## src/rtl/etx_pkg.sv

```systemverilog
// shared types, constants and crc helper for the ethernet transmit framer
package etx_pkg;

	localparam int QUEUE_DEPTH = 4;
	localparam int QUEUE_AW    = 2;
	localparam int HDR_W       = 112;

	localparam logic [7:0]  PRE_BYTE = 8'h55;
	localparam logic [7:0]  SFD_BYTE = 8'hD5;
	localparam logic [7:0]  GAP_BYTE = 8'h07;
	localparam logic [31:0] CRC_POLY = 32'hEDB88320;
	localparam logic [31:0] CRC_INIT = 32'hFFFFFFFF;

	localparam logic [3:0] PRE_LAST_IDX = 4'd7;
	localparam logic [3:0] HDR_LAST_IDX = 4'd13;
	localparam logic [3:0] FCS_LAST_IDX = 4'd3;

	typedef enum logic [2:0] {
		KIND_PRE = 3'd0,
		KIND_HDR = 3'd1,
		KIND_PAY = 3'd2,
		KIND_FCS = 3'd3,
		KIND_GAP = 3'd4
	} kind_t;

	typedef enum logic [2:0] {
		ST_CMD,
		ST_PRE,
		ST_HDR,
		ST_PAY,
		ST_FCS,
		ST_GAP
	} state_t;

	typedef enum logic [1:0] {
		REG_DEST = 2'd0,
		REG_SRC  = 2'd1,
		REG_TYPE = 2'd2,
		REG_GAP  = 2'd3
	} reg_t;

	typedef struct packed {
		logic       idle;
		logic       start;
		logic       last;
		logic [7:0] data;
	} cmd_t;

	function automatic logic [31:0] crc_byte(input logic [31:0] crc_in, input logic [7:0] b);
		logic [31:0] c;
		c = crc_in ^ {24'h000000, b};
		for (int k = 0; k < 8; k++) begin
			if (c[0]) begin
				c = (c >> 1) ^ CRC_POLY;
			end else begin
				c = c >> 1;
			end
		end
		return c;
	endfunction

endpackage

```

## src/rtl/etx_front.sv

```systemverilog
// front end: accepts input beats, tracks frame state and builds commands
module etx_front (
	input  logic           clk,
	input  logic           arst_n,
	input  logic           s_tvalid,
	output logic           s_tready,
	input  logic [7:0]     s_tdata,   // data_byte
	input  logic           s_tlast,   // frame_last
	input  logic           s_tuser,   // action
	input  logic           q_ready,
	output logic           q_push,
	output etx_pkg::cmd_t  q_cmd
);

	logic frame_open_q;

	assign s_tready = q_ready;
	assign q_push   = s_tvalid & q_ready;

	always_comb begin
		q_cmd.idle  = s_tuser;
		q_cmd.start = ~s_tuser & ~frame_open_q;
		q_cmd.last  = ~s_tuser & s_tlast;
		q_cmd.data  = s_tdata;
	end

	// idle beats leave the frame state alone
	always_ff @(posedge clk or negedge arst_n) begin
		if (!arst_n) begin
			frame_open_q <= 1'b0;
		end else if (q_push && !s_tuser) begin
			frame_open_q <= ~s_tlast;
		end
	end

endmodule

```

## src/rtl/etx_queue.sv

```systemverilog
// short command queue between front end and byte sequencer
module etx_queue (
	input  logic           clk,
	input  logic           arst_n,
	input  logic           push,
	input  etx_pkg::cmd_t  push_cmd,
	output logic           ready,
	input  logic           pop,
	output logic           valid,
	output etx_pkg::cmd_t  head
);

	etx_pkg::cmd_t                    mem_q [etx_pkg::QUEUE_DEPTH];
	logic [etx_pkg::QUEUE_AW-1:0]     wr_ptr_q;
	logic [etx_pkg::QUEUE_AW-1:0]     rd_ptr_q;
	logic [etx_pkg::QUEUE_AW:0]       count_q;

	assign ready = (count_q != (etx_pkg::QUEUE_AW+1)'(etx_pkg::QUEUE_DEPTH));
	assign valid = (count_q != '0);
	assign head  = mem_q[rd_ptr_q];

	always_ff @(posedge clk) begin
		if (push) begin
			mem_q[wr_ptr_q] <= push_cmd;
		end
	end

	always_ff @(posedge clk or negedge arst_n) begin
		if (!arst_n) begin
			wr_ptr_q <= '0;
			rd_ptr_q <= '0;
			count_q  <= '0;
		end else begin
			if (push) begin
				wr_ptr_q <= wr_ptr_q + 1'b1;
			end
			if (pop) begin
				rd_ptr_q <= rd_ptr_q + 1'b1;
			end
			unique case ({push, pop})
				2'b10:   count_q <= count_q + 1'b1;
				2'b01:   count_q <= count_q - 1'b1;
				default: count_q <= count_q;
			endcase
		end
	end

`ifndef SYNTHESIS
	a_pop_nonempty: assert property (@(posedge clk) disable iff (!arst_n)
		pop |-> count_q != '0)
		else $error("queue popped while empty");
`endif

endmodule

```

## src/rtl/etx_back.sv

```systemverilog
// back end: byte sequencer with crc and registered output stage
module etx_back #(
	parameter int GAP_W = 6
) (
	input  logic                         clk,
	input  logic                         arst_n,
	input  logic                         q_valid,
	input  etx_pkg::cmd_t                head,
	output logic                         q_pop,
	input  logic [etx_pkg::HDR_W-1:0]    hdr_bytes,
	input  logic [GAP_W-1:0]             gap_count,
	output logic                         m_tvalid,
	input  logic                         m_tready,
	output logic [7:0]                   m_tdata,
	output logic [2:0]                   m_tuser,
	output logic                         m_tlast
);

	etx_pkg::state_t  state_q;
	etx_pkg::state_t  state_d;
	logic [3:0]       cnt_q;
	logic [GAP_W-1:0] gap_left_q;
	logic [31:0]      crc_q;

	logic             m_valid_q;
	logic [7:0]       m_data_q;
	logic [2:0]       m_kind_q;
	logic             m_last_q;

	logic             adv;
	logic [7:0]       byte_c;
	etx_pkg::kind_t   kind_c;
	logic             last_c;
	logic             pop_c;
	logic             crc_en_c;
	logic [3:0]       hdr_idx;
	logic [31:0]      fcs_val;

	assign adv     = q_valid & (~m_valid_q | m_tready);
	assign hdr_idx = etx_pkg::HDR_LAST_IDX - cnt_q;
	assign fcs_val = ~crc_q;

	// next state
	always_comb begin
		state_d = state_q;
		unique case (state_q)
			etx_pkg::ST_CMD: begin
				if (head.idle) begin
					state_d = etx_pkg::ST_CMD;
				end else if (head.start) begin
					state_d = etx_pkg::ST_PRE;
				end else if (head.last) begin
					state_d = etx_pkg::ST_FCS;
				end
			end
			etx_pkg::ST_PRE: begin
				if (cnt_q == etx_pkg::PRE_LAST_IDX) state_d = etx_pkg::ST_HDR;
			end
			etx_pkg::ST_HDR: begin
				if (cnt_q == etx_pkg::HDR_LAST_IDX) state_d = etx_pkg::ST_PAY;
			end
			etx_pkg::ST_PAY: begin
				state_d = head.last ? etx_pkg::ST_FCS : etx_pkg::ST_CMD;
			end
			etx_pkg::ST_FCS: begin
				if (cnt_q == etx_pkg::FCS_LAST_IDX) begin
					state_d = (gap_count == '0) ? etx_pkg::ST_CMD : etx_pkg::ST_GAP;
				end
			end
			etx_pkg::ST_GAP: begin
				if (gap_left_q == GAP_W'(1)) state_d = etx_pkg::ST_CMD;
			end
			default: state_d = etx_pkg::ST_CMD;
		endcase
	end

	// byte, kind and end-of-run for the current step
	always_comb begin
		byte_c   = head.data;
		kind_c   = etx_pkg::KIND_PAY;
		last_c   = 1'b0;
		pop_c    = 1'b0;
		crc_en_c = 1'b0;
		unique case (state_q)
			etx_pkg::ST_CMD: begin
				if (head.idle) begin
					byte_c = etx_pkg::GAP_BYTE;
					kind_c = etx_pkg::KIND_GAP;
					last_c = 1'b1;
					pop_c  = 1'b1;
				end else if (head.start) begin
					byte_c = etx_pkg::PRE_BYTE;
					kind_c = etx_pkg::KIND_PRE;
				end else begin
					crc_en_c = 1'b1;
					last_c   = ~head.last;
					pop_c    = ~head.last;
				end
			end
			etx_pkg::ST_PRE: begin
				byte_c = (cnt_q == etx_pkg::PRE_LAST_IDX) ? etx_pkg::SFD_BYTE
				                                          : etx_pkg::PRE_BYTE;
				kind_c = etx_pkg::KIND_PRE;
			end
			etx_pkg::ST_HDR: begin
				byte_c   = hdr_bytes[{hdr_idx, 3'b000} +: 8];
				kind_c   = etx_pkg::KIND_HDR;
				crc_en_c = 1'b1;
			end
			etx_pkg::ST_PAY: begin
				crc_en_c = 1'b1;
				last_c   = ~head.last;
				pop_c    = ~head.last;
			end
			etx_pkg::ST_FCS: begin
				// fcs goes out least significant byte first
				byte_c = fcs_val[{cnt_q[1:0], 3'b000} +: 8];
				kind_c = etx_pkg::KIND_FCS;
				if (cnt_q == etx_pkg::FCS_LAST_IDX && gap_count == '0) begin
					last_c = 1'b1;
					pop_c  = 1'b1;
				end
			end
			etx_pkg::ST_GAP: begin
				byte_c = etx_pkg::GAP_BYTE;
				kind_c = etx_pkg::KIND_GAP;
				if (gap_left_q == GAP_W'(1)) begin
					last_c = 1'b1;
					pop_c  = 1'b1;
				end
			end
			default: begin
				byte_c = head.data;
			end
		endcase
	end

	assign q_pop = adv & pop_c;

	always_ff @(posedge clk or negedge arst_n) begin
		if (!arst_n) begin
			state_q    <= etx_pkg::ST_CMD;
			cnt_q      <= '0;
			gap_left_q <= '0;
			crc_q      <= etx_pkg::CRC_INIT;
		end else if (adv) begin
			state_q <= state_d;
			if (state_q == etx_pkg::ST_CMD && state_d == etx_pkg::ST_PRE) begin
				// the command step already sent preamble byte zero
				cnt_q <= 4'd1;
			end else if (state_d != state_q) begin
				cnt_q <= '0;
			end else begin
				cnt_q <= cnt_q + 1'b1;
			end
			if (state_d == etx_pkg::ST_GAP && state_q != etx_pkg::ST_GAP) begin
				gap_left_q <= gap_count;
			end else if (state_q == etx_pkg::ST_GAP) begin
				gap_left_q <= gap_left_q - 1'b1;
			end
			if (state_q == etx_pkg::ST_PRE) begin
				crc_q <= etx_pkg::CRC_INIT;
			end else if (crc_en_c) begin
				crc_q <= etx_pkg::crc_byte(crc_q, byte_c);
			end
		end
	end

	always_ff @(posedge clk or negedge arst_n) begin
		if (!arst_n) begin
			m_valid_q <= 1'b0;
		end else if (adv) begin
			m_valid_q <= 1'b1;
		end else if (m_tready) begin
			m_valid_q <= 1'b0;
		end
	end

	always_ff @(posedge clk) begin
		if (adv) begin
			m_data_q <= byte_c;
			m_kind_q <= kind_c;
			m_last_q <= last_c;
		end
	end

	assign m_tvalid = m_valid_q;
	assign m_tdata  = m_data_q;
	assign m_tuser  = m_kind_q;
	assign m_tlast  = m_last_q;

`ifndef SYNTHESIS
	a_head_held: assert property (@(posedge clk) disable iff (!arst_n)
		state_q != etx_pkg::ST_CMD |-> q_valid)
		else $error("command left the queue before its bytes were sent");
	a_gap_nonzero: assert property (@(posedge clk) disable iff (!arst_n)
		state_q == etx_pkg::ST_GAP |-> gap_left_q != '0)
		else $error("gap burst running with zero bytes left");
`endif

endmodule

```

## src/rtl/ethernet_frame_transmit_builder.sv

```systemverilog
// top level of the ethernet transmit framer: config registers, front end, queue, sequencer
//
//  channel | dir | handshake          | payload
//  s_*     | in  | s_tvalid/s_tready  | tdata data_byte, tlast frame_last, tuser action
//  m_*     | out | m_tvalid/m_tready  | tdata out_byte, tuser byte_kind, tlast run_last
//  cfg_*   | in  | cfg_valid/cfg_ready| cfg_index register, cfg_data value
//
//  the sequencer emits one byte per cycle unless the queue is empty or the output stalls;
//  bytes per item: mid-frame payload 1, frame start 23, frame end 5 plus gap count, idle 1
//  input accepts while the 4-entry command queue has room, so bursts stall the input
//  output is a single register stage; m_tready low stalls the sequencer while it is full
//  reset is asynchronous, active low; no clearing pass, ready right after reset
module ethernet_frame_transmit_builder #(
	parameter int MAX_GAP_BYTES = 32
) (
	input  logic        clk,
	input  logic        arst_n,
	input  logic        s_tvalid,
	output logic        s_tready,
	input  logic [7:0]  s_tdata,    // [7:0] data_byte
	input  logic        s_tlast,
	input  logic        s_tuser,    // [0] action
	output logic        m_tvalid,
	input  logic        m_tready,
	output logic [7:0]  m_tdata,    // [7:0] out_byte
	output logic        m_tlast,
	output logic [2:0]  m_tuser,    // [2:0] byte_kind
	input  logic        cfg_valid,
	output logic        cfg_ready,
	input  logic [1:0]  cfg_index,
	input  logic [47:0] cfg_data
);

	localparam int GAP_W = (MAX_GAP_BYTES > 0) ? $clog2(MAX_GAP_BYTES + 1) : 1;

	logic [47:0]      dest_q;
	logic [47:0]      src_q;
	logic [15:0]      type_q;
	logic [5:0]       gap_q;
	logic [GAP_W-1:0] gap_sat;

	logic             q_ready;
	logic             q_push;
	etx_pkg::cmd_t    q_cmd;
	logic             q_pop;
	logic             q_valid;
	etx_pkg::cmd_t    q_head;

	assign cfg_ready = 1'b1;

	always_ff @(posedge clk or negedge arst_n) begin
		if (!arst_n) begin
			dest_q <= '0;
			src_q  <= '0;
			type_q <= '0;
			gap_q  <= 6'd12;
		end else if (cfg_valid) begin
			unique case (etx_pkg::reg_t'(cfg_index))
				etx_pkg::REG_DEST: dest_q <= cfg_data;
				etx_pkg::REG_SRC:  src_q  <= cfg_data;
				etx_pkg::REG_TYPE: type_q <= cfg_data[15:0];
				etx_pkg::REG_GAP:  gap_q  <= cfg_data[5:0];
				default:           dest_q <= dest_q;
			endcase
		end
	end

	assign gap_sat = (gap_q > 6'(MAX_GAP_BYTES)) ? GAP_W'(MAX_GAP_BYTES) : GAP_W'(gap_q);

	etx_front u_front (
		.clk      (clk),
		.arst_n   (arst_n),
		.s_tvalid (s_tvalid),
		.s_tready (s_tready),
		.s_tdata  (s_tdata),
		.s_tlast  (s_tlast),
		.s_tuser  (s_tuser),
		.q_ready  (q_ready),
		.q_push   (q_push),
		.q_cmd    (q_cmd)
	);

	etx_queue u_queue (
		.clk      (clk),
		.arst_n   (arst_n),
		.push     (q_push),
		.push_cmd (q_cmd),
		.ready    (q_ready),
		.pop      (q_pop),
		.valid    (q_valid),
		.head     (q_head)
	);

	etx_back #(
		.GAP_W (GAP_W)
	) u_back (
		.clk       (clk),
		.arst_n    (arst_n),
		.q_valid   (q_valid),
		.head      (q_head),
		.q_pop     (q_pop),
		.hdr_bytes ({dest_q, src_q, type_q}),
		.gap_count (gap_sat),
		.m_tvalid  (m_tvalid),
		.m_tready  (m_tready),
		.m_tdata   (m_tdata),
		.m_tuser   (m_tuser),
		.m_tlast   (m_tlast)
	);

`ifndef SYNTHESIS
	a_run_end_kind: assert property (@(posedge clk) disable iff (!arst_n)
		(m_tvalid && m_tlast) |-> (m_tuser == etx_pkg::KIND_PAY
			|| m_tuser == etx_pkg::KIND_FCS || m_tuser == etx_pkg::KIND_GAP))
		else $error("run ended inside preamble or header");
`endif

endmodule
```

## config.mk

```make
export PLATFORM = sky130hd
export DESIGN_NAME = ethernet_frame_transmit_builder
export DESIGN_NICKNAME = d
export VERILOG_FILES = /design/src/rtl/etx_pkg.sv /design/src/rtl/etx_front.sv /design/src/rtl/etx_queue.sv /design/src/rtl/etx_back.sv /design/src/rtl/ethernet_frame_transmit_builder.sv
export SDC_FILE = /design/constraint.sdc
export NUM_CORES = 1
export LEC_CHECK = 0
export BUFFER_PORTS_ARGS = -buffer_cell sky130_fd_sc_hd__buf_2
export CORE_MARGIN = 2
export CORE_UTILIZATION = 61
export DETAILED_ROUTE_END_ITERATION = 16
export PLACE_DENSITY = 0.8
export SYNTH_ARGS = -nofsm -noshare
export SYNTH_HDL_FRONTEND = slang
export SYNTH_HIERARCHICAL = 1
export SYNTH_SLANG_ARGS = --single-unit
```

## constraint.sdc

```tcl
create_clock -name clk -period 4.4 [get_ports clk]
set_clock_uncertainty 0.1 [all_clocks]
set_input_delay 0.88 -clock clk [delete_from_list [all_inputs] [get_ports clk]]
set_output_delay 0.88 -clock clk [all_outputs]
set_load 0.05 [all_outputs]
```

Word level (Yosys, flattened, before mapping)
Memories as Yosys holds them, arrays and structs flattened.
Index checks and enable logic that the tools add are counted.
Cells by class
  shift operators: 2
  $add $sub $neg: 7
  muxes and demuxes: 66
  reductions and logical operators: 20
  order comparisons: 1
  eq/ne operators: 19
  bitwise logic cells: 21
Operator list (number)
  32-bit two-way mux: 31
  13-bit NOT with 14-bit output: 8
  112-bit by 8-bit indexed part select with 8-bit output: 1
  8-bit case mux with 5 select lines: 1
  32-bit NOT: 1
  32-bit by 6-bit indexed part select with 8-bit output: 1
  32-bit by 8-bit XOR with 32-bit output: 1
  3-bit two-way mux: 10
  8-bit two-way mux: 3
  6-bit two-way mux: 3
  3-bit case mux with 6 select lines: 1
  3-bit case mux with 5 select lines: 1
  2-bit AND reduction: 6
  1-bit two-way mux: 10
  3-bit == test (second input constant): 3
  4-bit two-way mux: 2
  2-bit nonzero test: 4
  2-bit == test (second input constant): 3
  3-bit by 1-bit == test with 1-bit output (second input constant): 2
  3-bit by 2-bit == test with 1-bit output (second input constant): 2
  6-bit by 1-bit == test with 1-bit output (second input constant): 1
  6-bit > comparator (second input constant): 1
  6-bit zero test: 1
  3-bit inequality test (second input constant): 2
  other kinds (24): 37
Word-level totals
  input bits: 65
  memories kept: 1
  memory bits (writable): 44
  output and inout bits: 15
  register bits: 184
  logic and storage cells: 153
Memory list
  u_queue.mem_q: words 4, bits a word 11, rd ports 1, clocked after Yosys merged registers in 0, wr ports 1, RTL line etx_queue.sv:13  | etx_pkg::cmd_t mem_q [etx_pkg::QUEUE_DEPTH];

Logic depth before layout (Yosys ltp)
An unclocked memory read counts as a cell.
  depth after elaboration: 44
  gate-level depth with buffers: 14
  mapped depth without buffers: 13

By module
Netlist, hierarchy kept.
Modules (own cells, without submodules)
  etx_back: cells an instance 496, area each 4859.7 um2, instances 1
  ethernet_frame_transmit_builder: cells an instance 259, area each 4435.5 um2, instances 1
  etx_queue: cells an instance 94, area each 1990.7 um2, instances 1
  etx_front: cells an instance 17, area each 152.6 um2, instances 1

Worst setup path before layout
Ideal clock, no wire load.
  path kind: register to register
  start: reg u_back.cnt_q[1]
  end: reg u_back.crc_q[26]
  arrival time: 3.556 ns
  stages on the path, launching flop included: 15
  library setup time: 0.073 ns
  path slack: 0.671 ns
  clock period less this slack: 3.729 ns
  path through: dfrtp_1 > buf_4 > buf_2 > inv_1 > ha_1 > clkbuf_1 > or2_1 > nor2_1 > o211ai_1 > nor4b_1 > a211oi_4 > xor2_2 > xnor3_1 > xor2_1 > a21oi_1
Between the ends
  cells in the longest elaborated chain, start to end: 39
  elaborated cells on any way between the ends: 44
  those cells by class: add/sub (1); eq/ne (1); shift (2); mux (33); bitwise (7)
RTL lines
  start: declaration: RTL line etx_back.sv:21  | logic [3:0] cnt_q;
  start signal: assignment: RTL line etx_back.sv:154  | cnt_q <= cnt_q + 1'b1;
  4-bit subtractor: RTL line etx_back.sv:40  | assign hdr_idx = etx_pkg::HDR_LAST_IDX - cnt_q;
  112-bit by 8-bit indexed part select with 8-bit output: RTL line etx_back.sv:106  | byte_c = hdr_bytes[{hdr_idx, 3'b000} +: 8];
  8-bit case mux with 5 select lines (*): RTL line etx_back.sv:84  | unique case (state_q)
  32-bit by 8-bit XOR with 32-bit output (*): RTL line etx_pkg.sv:51  | c = crc_in ^ {24'h000000, b};
  32-bit two-way mux (*): RTL line etx_pkg.sv:53  | if (c[0]) begin
  32-bit two-way mux (*): RTL line etx_back.sv:163  | end else if (crc_en_c) begin
  32-bit two-way mux (*): RTL line etx_back.sv:161  | if (state_q == etx_pkg::ST_PRE) begin
  32-bit two-way mux (*): RTL line etx_back.sv:146  | end else if (adv) begin
  [... 23 more ...]
  32-bit two-way mux (*): RTL line etx_pkg.sv:53
  32-bit two-way mux (*): RTL line etx_back.sv:163
  32-bit two-way mux (*): RTL line etx_back.sv:161
  32-bit two-way mux (*): RTL line etx_back.sv:146
  13-bit NOT with 14-bit output (no line)
  32-bit two-way mux (*): RTL line etx_pkg.sv:53
  32-bit two-way mux (*): RTL line etx_back.sv:163
  32-bit two-way mux (*): RTL line etx_back.sv:161
  end signal: assignment: RTL line etx_back.sv:145  | crc_q <= etx_pkg::CRC_INIT;
  end signal: assignment: RTL line etx_back.sv:162  | crc_q <= etx_pkg::CRC_INIT;
  end signal: assignment: RTL line etx_back.sv:164  | crc_q <= etx_pkg::crc_byte(crc_q, byte_c);
  end: declaration: RTL line etx_back.sv:23  | logic [31:0] crc_q;
Every way passes the cells marked *; elsewhere a longest branch is shown, timed or not. The select of a mux whose other input is x is not followed.
A chain may end at the register's enable or synchronous reset.

Final worst setup path
  start: reg u_back.cnt_q[2]
  end: reg u_back.crc_q[18]
Between the ends
  elaborated cells on any way between the ends: 40
  those cells by class: add/sub (1); shift (1); mux (32); bitwise (6)
RTL lines
  4-bit subtractor (*): RTL line etx_back.sv:40
  112-bit by 8-bit indexed part select with 8-bit output (*): RTL line etx_back.sv:106
  8-bit case mux with 5 select lines (*): RTL line etx_back.sv:84
  net u_back.byte_c[2]: RTL line etx_back.sv:31  | logic [7:0] byte_c;
  32-bit by 8-bit XOR with 32-bit output (*): RTL line etx_pkg.sv:51
  32-bit two-way mux (*): RTL line etx_pkg.sv:53
  32-bit two-way mux (*): RTL line etx_back.sv:163
  32-bit two-way mux (*): RTL line etx_back.sv:161
  [... 23 more ...]
  13-bit NOT with 14-bit output (no line)
  32-bit two-way mux (*): RTL line etx_pkg.sv:53
  32-bit two-way mux (*): RTL line etx_back.sv:163
  32-bit two-way mux (*): RTL line etx_back.sv:161
  32-bit two-way mux (*): RTL line etx_back.sv:146
  32-bit two-way mux (*): RTL line etx_pkg.sv:53
  32-bit two-way mux (*): RTL line etx_back.sv:163
  32-bit two-way mux (*): RTL line etx_back.sv:161
Mark *: on every way through the listed nets, which the timed path passes. The rest lies on a longest branch. The select of a mux whose other input is x is not followed.

==> summary.txt <==
Outcome
  – Status: finished clean

Yosys
  – Post-Syn Instances: 866
  – Syn_area_per_cell: 13.2 sq um
  – Synth async-reset ratio: 75.4%
  – Post-synth EDFFs: 56
  – Synthesized Nets: 943
  – Cell area after synthesis: 11400 sq um
  – Yosys reg bits: 228
  – Main flop type after synthesis: dfrtp_1
  – Post-synthesis sequential area ratio: 52.7%
  – Synth unique cells: 67
  – Ys Warns: 6

Power and ir drop
  – PD cells: 889 nW/um^2
  – Sequential share of power: 30.4%
  – Leakage power total: 0.00513 uW
  – Switch share: 40.3%
  – Maximum VDD drop: 0.543 mV
  – Switching power: 4560 uW
  – Combinational share of power: 52.7%
  – Internal power: 6750 uW
  – Clk pwr share: 16.9%

Route
  – Met3 Wirelength: 1650 um
  – Routed WL: 25800 um
  – Vias per cell: 6.15
  – Post-DRT Antenna Nets: 0
  – TritonRoute pass-1 iters: 5
  – Vias: 7307
  – Met2 Routed Length: 12000 um
  – DR WL/cell: 21.7 um
  – M1 WL: 11300 um
  – # DRC: 0
  – Initial DRC count: 638
  – Max layer used: met5

Global routing
  – Global route overflow: 0
  – Largest net degree at the start of global routing: 90
  – GR Util All Layers: 26.9%
  – First-pass GRT wire length: 41400 um
  – Vias in the first global route: 7393
  – Antenna violations before repair: 1

Clocking
  – Total CTS buffers: 23
  – H-Tree Depth: 1
  – Longest Clk Path Bufs: 3
  – Clock root cell: clkbuf_16
  – Clock sink count: 228
  – CTS tree: done
  – Cts hold-fix bufs: 0
  – Clk slew on worst S/H paths: 0.06 ns
  – Skew-Pair Late Insertion Delay: 0.52 ns
  – Cts repair resizes: 0
  – Setup Buffers After CTS: 0

STA
  – TNS Setup: 0 ns
  – Fin worst setup slack: 0.554 ns
  – Period minus WS final: 3.85 ns
  – Final period utilization: 87.4%
  – Worst Tran Pin Value: 0.978 ns
  – Finish-stage setup viols: 0
  – Hold Vio Cnt, Final: 0
  – F_max: 0.260 GHz
  – RSZ-0062 raised after global routing: false
  – Final Slew Violations: 0
  – Slew HR: 34.6%
  – Hold_ws: 0.321 ns

Die
  – Core area: 18600 sq um
  – Io pins: 80
  – Row cnt: 50
  – Die ar.: 19900 sq um
  – Die width: 141 um
  – Initial Util: 61.6%
  – Die Y: 141 um

Critical path
  – Reg2reg start: u_back/cnt_q[2]
  – Worst Setup EP: u_back/crc_q[18]
  – CP endpoint kind: flop
  – Crit-path max FO: 8
  – Buf+Inv Stages, Crit Path: 1
  – Cells on worst reg2reg path: 10
  – Worst EP required: 4.74 ns
  – Startpoint Class: flop
  – Crit path cell chain: ha_1, xnor2_2, buf_4, o311ai_1, o31ai_1, xnor2_2, xor2_1, xor2_1, and2_1, o32a_1
  – Crit path DAT: 4.18 ns
  – Setup slack, reg-to-reg: 0.55 ns
  – R2R Path End: u_back/crc_q[18]
  – Worst Setup SP: u_back/cnt_q[2]
  – Slowest cell on crit path: o31ai_1
  – CP max stage delay: 0.74 ns
  – Kind of critical path: reg -> reg
  – Crit path depth: 10
  – Top delay family on crit path: XOR/XNOR gates

Placed design
  – Gpl congestion: 0.954
  – Setup WS pre-CTS: 0.596 ns
  – Post-Place Cells: 1147
  – DP Wirelength: 18100 um
  – Buffers on Ports: 78

Finish
  – Layout area overhead: 11.3%
  – ANT cells: 0
  – Share of cells above drive strength 1: 34.5%
  – Final core utilization: 68.5%
  – Nets: 1015
  – Non-Filler Instances: 1188

Job
  – Max-cap violations: 0

Worst hold path
  – Hold Crit Class: in -> async
-- kinds of logic (layout without fill, tap and decap cells) --
| kind of cell | Yosys count | count (layout) | share of synthesized area [%] |
|---|---|---|---|
| xor gates and xnor gates | 77 | 77 | 6.67 |
| other | 1 | 1 | 0.0328 |
| AOI/OAI and AO/OA | 132 | 132 | 7.32 |
| muxes | 182 | 182 | 21.3 |
| adders and majority gates | 12 | 12 | 1.38 |
| and+or+nand+nor | 163 | 163 | 7.10 |
| DFF | 228 | 228 | 52.7 |
| buffers and inverters | 71 | 159 | 3.46 |
-- layout by cell type, fill, tap and decap left out, types with 29 or more instances in the layout --
cell,synthesis,final
mux2_2,104,104
dfstp_2,34,34
buf_2,16,77
mux4_2,29,29
o21ai_0,29,29
xnor2_1,47,47
nand2_1,36,36
a21oi_1,49,49
edfxtp_1,56,56
nor2_1,50,50
dfrtp_1,138,136
-- Yosys cell counts (3+ instances only) --
master | number | area share (%)
buf_6 | 7 | 0.69
or2_2 | 3 | 0.16
dfstp_2 | 34 | 7.8
mux2i_1 | 20 | 1.8
o21a_1 | 4 | 0.26
mux4_2 | 29 | 5.7
and3_1 | 3 | 0.16
o21ai_1 | 3 | 0.13
edfxtp_1 | 56 | 15
ha_1 | 11 | 1.2
nand3_1 | 15 | 0.66
mux4_1 | 6 | 1.4
buf_2 | 16 | 0.70
xnor2_1 | 47 | 3.6
dfrtp_1 | 138 | 30
nor3_1 | 11 | 0.48
a21oi_1 | 49 | 2.1
o31ai_1 | 6 | 0.39
o21ai_0 | 29 | 1.3
inv_1 | 15 | 0.49
o22a_1 | 3 | 0.23
nand4_1 | 3 | 0.16
o22ai_1 | 7 | 0.38
mux2_2 | 104 | 10
xor2_2 | 6 | 0.85
mux2_1 | 23 | 2.3
and2_1 | 8 | 0.44
clkbuf_1 | 17 | 0.56
buf_4 | 15 | 0.98
o211ai_1 | 9 | 0.59
nand2_1 | 36 | 1.2
nand2b_1 | 9 | 0.49
a221o_1 | 5 | 0.44
xnor2_2 | 4 | 0.57
nor2b_1 | 10 | 0.55
xor2_1 | 19 | 1.5
nor2_1 | 50 | 1.6
-- state kept, by name (all words and copies together) (netlist names), 4 cells and up --
register           count
dest_q                48
src_q                 48
u_queue/mem_q         44
u_back/crc_q          32
type_q                16
u_back/m_tdata         8
gap_q                  6
u_back/gap_left_q      6
u_back/cnt_q           4
-- cell type report --
| cell class | instances | area, sq um |
|---|---|---|
| fillers | 1290 | 5850 |
| clock inverters | 8 | 93.8 |
| multi-input cells | 567 | 5030 |
| well taps | 234 | 293 |
| repair buffers | 102 | 589 |
| inverters | 16 | 60.1 |
| clock buffers | 33 | 633 |
| flip-flops and latches | 228 | 6030 |
-- routing by layer --
layer / vias to the layer above / global-route usage (%)
li1: 3289 / -
met1: 3670 / 39.8
met2: 287 / 41.9
met3: 59 / 4.14
met4: 2 / 8.42
met5: - / 0
-- worst min-delay path by stage --
| stage | startpoint | to | slack, ns |
|---|---|---|---|
| detailed placement | dest_q[1] | dest_q[1] | 0.37 |
| global route | arst_n | dest_q[8] | 0.39 |
| CTS | arst_n | gap_q[4] | 0.35 |
| global placement | dest_q[1] | dest_q[1] | 0.36 |
| finish | arst_n | dest_q[8] | 0.32 |
| floorplan | dest_q[17] | dest_q[17] | 0.35 |
-- power by group through the flow --
stage               Sequential (uW)  Combinational [uW]  Clock, uW
floorplan                      3420                4480          0
global placement               3440                5740          0
detailed placement             3450                5880          0
CTS                            3430                5920       1950
global route                   3510                6400       2040
finish                         3440                5960       1910
-- metrics by stage --
stage | total power, uW | instance area (sq um)
2_1_floorplan | 7900 | 11400
3_3_place_gp | 9180 | 12000
3_5_place_dp | 9330 | 12000
4_1_cts | 11300 | 12700
5_1_grt | 12000 | 12700
6_report | 11300 | 12700
Power figures use the tool's default switching activity.
